## config.mk

```make
export PLATFORM = sky130hd
export DESIGN_NAME = smi_merge
export DESIGN_NICKNAME = d
export VERILOG_FILES = /design/src/smi_pkg.sv /design/src/smi_merge.sv
export SDC_FILE = /design/constraint.sdc
export NUM_CORES = 1
export LEC_CHECK = 0
export ABC_AREA = 1
export ABC_CLOCK_PERIOD_IN_PS = 7800
export BUFFER_PORTS_ARGS = -buffer_cell sky130_fd_sc_hd__buf_2
export CAP_MARGIN = 20
export CORE_UTILIZATION = 47
export CTS_BUF_LIST = sky130_fd_sc_hd__clkbuf_4 sky130_fd_sc_hd__clkbuf_8 sky130_fd_sc_hd__clkbuf_16
export CTS_CLUSTER_SIZE = 28
export DETAILED_ROUTE_END_ITERATION = 10
export MAX_ROUTING_LAYER = met4
export PLACE_DENSITY = 0.77
export SETUP_SLACK_MARGIN = 0.02
export SLEW_MARGIN = 20
export SYNTH_ARGS = -nofsm -noshare
export SYNTH_HDL_FRONTEND = slang
export SYNTH_SLANG_ARGS = --single-unit
export TNS_END_PERCENT = 20
```

## constraint.sdc

```tcl
create_clock -name clock -period 7.8 [get_ports clock]
set_clock_uncertainty 0.2 [all_clocks]
set_input_delay 0.39 -clock clock [delete_from_list [all_inputs] [get_ports clock]]
set_output_delay 0.39 -clock clock [all_outputs]
set_load 0.01 [all_outputs]
```

## src/smi_pkg.sv

```systemverilog
`timescale 1ns / 1ps
`default_nettype none
// ----------------------------------------------------------------------------
// smi_pkg
// Shared types, constants and layout helpers of the spiking MLP engine.
// ----------------------------------------------------------------------------
package smi_pkg;

   localparam int DATA_W  = 24;
   localparam int LEAK_W  = 16;
   localparam int CNT_W   = 8;
   localparam int STEP_W  = 8;
   localparam int LA_W    = 16;   // layout address width, covers every parameter value
   localparam int GRP_W   = 7;
   localparam int K_W     = 6;
   localparam int N_W     = 8;
   localparam int CSR_W   = 2;
   localparam int WIDX_W  = 12;

   localparam int HIDDEN_NEURONS_DEF = 32;
   localparam int OUTPUT_NEURONS_DEF = 4;
   localparam int WEIGHT_WORDS_DEF   = 2340;
   localparam int LANES_DEF          = 4;

   localparam logic [DATA_W-1:0] THRESHOLD_RST = 24'd26214;
   localparam logic [LEAK_W-1:0] LEAK_RST      = 16'd62259;
   localparam logic [STEP_W-1:0] STEPS_RST     = 8'd130;

   localparam logic [CSR_W-1:0] CSR_THRESHOLD = 2'd0;
   localparam logic [CSR_W-1:0] CSR_LEAK      = 2'd1;
   localparam logic [CSR_W-1:0] CSR_STEPS     = 2'd2;

   localparam logic CMD_LOAD = 1'b0;
   localparam logic CMD_STEP = 1'b1;

   localparam logic [1:0] LAYER_IN  = 2'd0;
   localparam logic [1:0] LAYER_OUT = 2'd3;

   localparam logic signed [DATA_W-1:0] POT_MAX = 24'sh7FFFFF;
   localparam logic signed [DATA_W-1:0] POT_MIN = -24'sh800000;

   typedef enum logic [3:0] {
      ST_IDLE,
      ST_START,
      ST_MUL,
      ST_DEC,
      ST_ACC,
      ST_BIAS,
      ST_WB,
      ST_COUNT,
      ST_REPORT
   } ctrl_state_type;

   typedef struct packed {
      ctrl_state_type    phase;
      logic [1:0]        layer;
      logic [GRP_W-1:0]  grp;
      logic [K_W-1:0]    k;
      logic              last;
      logic [LA_W-1:0]   grp_base;
      logic [LA_W-1:0]   bias_base;
   } lane_ctl_type;

   typedef struct packed {
      logic hit;
      logic rsp_free;
   } mrg_status_type;

   function automatic logic [LA_W-1:0] layer_wbase(input logic [1:0] layer,
                                                   input int h);
      logic [LA_W-1:0] r;
      unique case (layer)
         2'd0:    r = '0;
         2'd1:    r = LA_W'(3 * h);
         2'd2:    r = LA_W'(4 * h + h * h);
         default: r = LA_W'(5 * h + 2 * h * h);
      endcase
      return r;
   endfunction

   function automatic logic [LA_W-1:0] layer_bbase(input logic [1:0] layer,
                                                   input int h, input int o);
      logic [LA_W-1:0] r;
      unique case (layer)
         2'd0:    r = LA_W'(2 * h);
         2'd1:    r = LA_W'(3 * h + h * h);
         2'd2:    r = LA_W'(4 * h + 2 * h * h);
         default: r = LA_W'(5 * h + 2 * h * h + o * h);
      endcase
      return r;
   endfunction

   function automatic logic signed [DATA_W-1:0] sat_add(
      input logic signed [DATA_W-1:0] a, input logic signed [DATA_W-1:0] b);
      logic signed [DATA_W:0] s;
      logic signed [DATA_W-1:0] r;
      s = {a[DATA_W-1], a} + {b[DATA_W-1], b};
      if (s[DATA_W] != s[DATA_W-1]) begin
         r = s[DATA_W] ? POT_MIN : POT_MAX;
      end else begin
         r = s[DATA_W-1:0];
      end
      return r;
   endfunction

endpackage
`default_nettype wire

```

## src/smi_merge.sv

```systemverilog
`timescale 1ns / 1ps
`default_nettype none
// ----------------------------------------------------------------------------
// smi_merge
// Collects lane spikes into the layer spike vectors, keeps the output spike
// counts and step number, and holds the result word.
// ----------------------------------------------------------------------------
module smi_merge
   import smi_pkg::*;
#(
   parameter int LANES          = LANES_DEF,
   parameter int HIDDEN_NEURONS = HIDDEN_NEURONS_DEF,
   parameter int OUTPUT_NEURONS = OUTPUT_NEURONS_DEF
) (
   input  wire logic                 clock,
   input  wire logic                 reset,
   input  wire lane_ctl_type         ctl,
   input  wire logic                 step_take,
   input  wire logic                 sample_a,
   input  wire logic                 sample_b,
   input  wire logic [LANES-1:0]     lane_spike,
   input  wire logic [STEP_W-1:0]    steps_per,
   output logic                      gate,
   output logic [LANES-1:0]          prev_spike,
   output mrg_status_type            status,
   output logic                      rsp_valid,
   input  wire logic                 rsp_ready,
   output logic [1:0]                rsp_class_index,
   output logic                      rsp_any_spike,
   output logic [CNT_W-1:0]          rsp_count_zero,
   output logic [CNT_W-1:0]          rsp_count_one,
   output logic [CNT_W-1:0]          rsp_count_two,
   output logic [CNT_W-1:0]          rsp_count_three
);

   localparam int HW = $clog2(HIDDEN_NEURONS);
   localparam int OW = (OUTPUT_NEURONS > 1) ? $clog2(OUTPUT_NEURONS) : 1;
   localparam logic [N_W-1:0] H_N = N_W'(HIDDEN_NEURONS);
   localparam logic [N_W-1:0] O_N = N_W'(OUTPUT_NEURONS);

   logic [HIDDEN_NEURONS-1:0] spk_h_ff [3];
   logic [OUTPUT_NEURONS-1:0] spk_o_ff;
   logic                      in_a_ff, in_b_ff;
   logic [CNT_W-1:0]          cnt_ff [OUTPUT_NEURONS];
   logic [STEP_W-1:0]         step_ff, step_in;
   logic                      hit_ff;
   logic                      rsp_valid_ff;
   logic [1:0]                cls_ff;
   logic                      any_ff;
   logic [CNT_W-1:0]          rcnt_ff [4];
   logic [CNT_W-1:0]          cnt_view [4];
   logic [N_W-1:0]            nidx [LANES];
   logic [2:0]                best;
   logic [CNT_W-1:0]          maxc;
   logic                      found;
   logic                      load_rsp;
   logic [1:0]                lower;

   for (genvar l = 0; l < LANES; l++) begin : g_idx
      assign nidx[l] = N_W'(int'(ctl.grp) * LANES + l);
   end

   for (genvar c = 0; c < 4; c++) begin : g_view
      if (c < OUTPUT_NEURONS) begin : g_has
         assign cnt_view[c] = cnt_ff[c];
      end else begin : g_none
         assign cnt_view[c] = '0;
      end
   end

   assign lower = ctl.layer - 1'b1;

   always_comb begin
      if (ctl.layer == LAYER_IN) begin
         gate = ctl.k[0] ? in_b_ff : in_a_ff;
      end else begin
         gate = spk_h_ff[lower][ctl.k[HW-1:0]];
      end
      for (int l = 0; l < LANES; l++) begin
         prev_spike[l] = 1'b0;
         if (ctl.layer == LAYER_OUT) begin
            if (nidx[l] < O_N) prev_spike[l] = spk_o_ff[nidx[l][OW-1:0]];
         end else begin
            if (nidx[l] < H_N) prev_spike[l] = spk_h_ff[ctl.layer][nidx[l][HW-1:0]];
         end
      end
   end

   always_comb begin
      best  = '0;
      maxc  = '0;
      found = 1'b0;
      for (int i = 0; i < OUTPUT_NEURONS; i++) begin
         if (cnt_ff[i] > maxc) begin
            maxc  = cnt_ff[i];
            best  = 3'(i);
            found = 1'b1;
         end
      end
   end

   assign step_in         = step_ff + 1'b1;
   assign status.hit      = hit_ff;
   assign status.rsp_free = !rsp_valid_ff || rsp_ready;
   assign load_rsp        = ctl.phase == ST_REPORT && hit_ff && status.rsp_free;

   always_ff @(posedge clock) begin
      if (reset) begin
         for (int j = 0; j < 3; j++) spk_h_ff[j] <= '0;
         spk_o_ff <= '0;
         for (int i = 0; i < OUTPUT_NEURONS; i++) cnt_ff[i] <= '0;
         step_ff      <= '0;
         hit_ff       <= 1'b0;
         rsp_valid_ff <= 1'b0;
      end else begin
         if (ctl.phase == ST_WB) begin
            for (int l = 0; l < LANES; l++) begin
               if (ctl.layer == LAYER_OUT) begin
                  if (nidx[l] < O_N) spk_o_ff[nidx[l][OW-1:0]] <= lane_spike[l];
               end else begin
                  if (nidx[l] < H_N) spk_h_ff[ctl.layer][nidx[l][HW-1:0]] <= lane_spike[l];
               end
            end
         end
         if (ctl.phase == ST_COUNT) begin
            for (int i = 0; i < OUTPUT_NEURONS; i++) begin
               cnt_ff[i] <= cnt_ff[i] + CNT_W'(spk_o_ff[i]);
            end
            if (step_in == steps_per) begin
               step_ff <= '0;
               hit_ff  <= 1'b1;
            end else begin
               step_ff <= step_in;
               hit_ff  <= 1'b0;
            end
         end
         if (load_rsp) begin
            rsp_valid_ff <= 1'b1;
         end else if (rsp_ready) begin
            rsp_valid_ff <= 1'b0;
         end
      end
   end

   always_ff @(posedge clock) begin
      if (step_take) begin
         in_a_ff <= sample_a;
         in_b_ff <= sample_b;
      end
      if (load_rsp) begin
         cls_ff <= best[1:0];
         any_ff <= found;
         for (int c = 0; c < 4; c++) rcnt_ff[c] <= cnt_view[c];
      end
   end

   assign rsp_valid       = rsp_valid_ff;
   assign rsp_class_index = cls_ff;
   assign rsp_any_spike   = any_ff;
   assign rsp_count_zero  = rcnt_ff[0];
   assign rsp_count_one   = rcnt_ff[1];
   assign rsp_count_two   = rcnt_ff[2];
   assign rsp_count_three = rcnt_ff[3];

endmodule
`default_nettype wire

```

==> results.toml <==
[clocking]
path_clk_slew_ns = 0.06
insertion_delay_ns = 0.53
postCtsSetupBuffers = 0
cts_tree = "done"
cts_buffers = 24
clockBufferDepth = 3
htree_levels = 1
root_buffer = "clkbuf_16"
cts.sinks = 211

[worst_setup_path]
crit-reg2reg-launch = "cnt_ff[0][3]$_SDFFCE_PN0P_"
worstPathArrival_ns = 4.99
path_cells = "inv_1, ha_1, nand2_1, o21ai_0, nand2_1, o211ai_1, nand2_1, o21ai_0, inv_1, ha_1, a21oi_1, o21ai_0, nand2_1, o211ai_1, nand2_1, inv_1, nand2_1, o21ai_0, ha_1, nand2_1, o41ai_1, nand2_1, nor2_1, nand3_1"
cp_common_cell = "nand2_1"
cp_slowest_cell = "o41ai_1"
rrSetupSlack_ns = 2.88
r2r_cells = 24
worstSetupEndpointType = "flop"
r2r-end = "rsp_any_spike$_SDFFCE_PP1P_"
endpoint = "rsp_any_spike$_SDFFCE_PP1P_"
cp_max_fo = 16
crit_type = "reg2reg"
setup.worst_path.start_class = "flop"
critPathRequiredTime_ns = 7.88
crit_start = "cnt_ff[0][3]$_SDFFCE_PN0P_"
cpPeakStageDelay_ns = 0.46

[floorplanning]
die_h_um = 158
rows = 56
die_w_um = 158
initial_core_util_pct = 48.5
core_area_mm2 = 0.0238
ios = 113
design.die.area_mm2 = 0.0251

[grt]
grt_max_degree = 130
antenna_found_initial = 1
grt.busiest_layer = "met2"
grt_pass1_vias = 8937
track_usage_pct = 24.7
use_met2_pct = 38.5
grt_overflow = 0
grt_pass1_wl_mm = 46.1
globalRouteMet3Util_pct = 4.68
use_met1_pct = 31.7

[finish]
layout.nets = 1509
drive_above_1_share_pct = 10.3
fillers = 2060
final_core_util_pct = 55.1
area_delta_synth_final_pct = 13.6

[routing]
avgRoutedWirePerCell_um = 16.9
drc = 0
viasPerCell = 5.53
detail_route.first_pass.iterations = 9
initialDrtViolationCount = 952
postRouteAntennaNets = 0
num_vias = 9618
routed_wl_mm = 29.4

[place]
place_congestion = 0.906
port-buffer-count = 77
dpl.hpwl_mm = 19.0

[timing]
tns_ns = 0
setup_viol = 0
fin_crit_ns = 4.92
relSlewSlack_pct = 33.6
hold_violations = 0
drv_slew = 0
fmax_mhz = 203
final.period_utilization_pct = 63.0
worstMarginPinSlew_ns = 0.996
rsz0062_at_grt = "false"

[synth]
synth_top_area_share_pct = 51.4
yosys.area.top_type = "edfxtp_1"
ys_ff_latch = 211
yosysWarnings = 0
synth_edf_count = 197
netlist_top_cells_count = "nand2_1 (316), nor2_1 (226), edfxtp_1 (197)"
synth-async-reset-ratio_pct = 0
avgSynthCellArea_um2 = 8.70
syn-instance-count = 1323
ys.flop_type = "edfxtp_1"
synth_area_leaders = "edfxtp_1 (51%), nand2_1 (10%), nor2_1 (7.4%), nand3_1 (6.1%), o21ai_0 (4.4%)"
synthesis.area_mm2 = 0.0115
ys_seq_area_share_pct = 53.8
yosysMostFrequentCell = "nand2_1"
synth_cell_type_count = 38

[power_and_ir_drop]
vdd_drop_max_mv = 0.163
leakage_nw = 5.25
power_density_mw_per_mm2 = 208

[flow_run]
maxCapViolCount = 0

[worst_hold_path]
hp-class = "in2reg"

[outcome]
status = "finished clean"
==> registers in the layout, indices dropped and copies added (netlist names) <==
name	count
rcnt_ff	32
cnt_ff	32
rsp_class_index	2
spk_o_ff	4
in_b_ff	1
rsp_valid	1
step_ff	8
spk_h_ff	128
in_a_ff	1
hit_ff	1
rsp_any_spike	1
==> cell type report <==
type	count	area (um^2)	share of cell area, %
Inverter	81	305	2.33
Clock inverter	9	101	0.775
Sequential cell	211	6200	47.4
Clock buffer	34	676	5.17
Multi-Input combinational cell	991	4820	36.9
Antenna cell	2	5.00	0.0383
Tap cell	319	399	3.05
Timing Repair Buffer	93	569	4.35
==> metal layers <==
| metal | wire length (um) | vias to the layer above |
|---|---|---|
| li1 | - | 4660 |
| met1 | 11900 | 4385 |
| met2 | 13300 | 477 |
| met3 | 3160 | 96 |
| met4 | 1090 | 0 |
| met5 | 0 | - |
==> worst min path at each step <==
stage,startpoint,to,slack [ns],depth (start not counted)
after global routing,lane_spike[0],spk_h_ff[3][12]$_DFFE_PP_,0.06,1
after floorplan,step_ff[7]$_SDFFE_PP0N_,step_ff[7]$_SDFFE_PP0N_,0.24,2
after detailed placement,step_ff[7]$_SDFFE_PP0N_,step_ff[7]$_SDFFE_PP0N_,0.27,2
after CTS,lane_spike[0],spk_h_ff[3][12]$_DFFE_PP_,0.06,1
after global placement,step_ff[7]$_SDFFE_PP0N_,step_ff[7]$_SDFFE_PP0N_,0.26,2
final,steps_per[6],hit_ff$_SDFFE_PP0N_,0.08,6
==> where the power goes <==
part	leakage, nW	internal [W]	switching (W)
registers	2.00	0.00129	0.0000322
logic	2.86	0.0000983	0.000214
clock network	0.383	0.000643	0.000450
total	5.25	0.00203	0.000696
==> cells by family after synthesis <==
group	synth area share (%)
fa+ha+maj	4.02
simple gates	26.7
compound gates	9.13
xor+xnor	0.913
buf+inv	5.35
flops	53.8
other cells	0.0326
==> critical path, delay by kind of cell, from the launching register on <==
kind / cells / cell delay (ns)
AO/OA/AOI/OAI: 8 / 1.46
flip-flops: 1 / 0.43
adder cells (fa/ha/maj): 3 / 0.91
buffers and inverters: 3 / 0.32
AND/OR/NAND/NOR: 10 / 1.34
==> layout by cell type, fill, tap and decap left out, drive strengths merged, types with 10 or more instances in the layout <==
cell type,count
a21oi,27
o22ai,20
o21ai,102
o211ai,19
clkbuf,34
clkinv,11
ha,37
nor2,234
nand2,319
inv,76
buf,86
conb,32
nand3,142
edfxtp,197
dfxtp,14
nand4,10
==> through the flow <==
stage / hold WS [ns] / cells / setup slack (ns) / area, um^2 / total power, W
after global routing: 0.0604 / 1739 / 2.27 / 13100 / 0.00282
final: 0.0797 / 1740 / 2.88 / 13100 / 0.00273
after global placement: 0.258 / 1686 / 2.88 / 12200 / 0.00164
after CTS: 0.0572 / 1736 / 2.80 / 13000 / 0.00273
after floorplan: 0.245 / 1354 / 3.62 / 11600 / 0.00155
after detailed placement: 0.270 / 1686 / 2.82 / 12200 / 0.00165
==> what timing repair did <==
action                                  4_1_cts  5_1_grt
resized for setup                             0        0
hold buffers                                  7        0
endpoints found under the setup margin        0        0
hold endpoints to repair                      6        0
(Power assumes the default switching activity.)
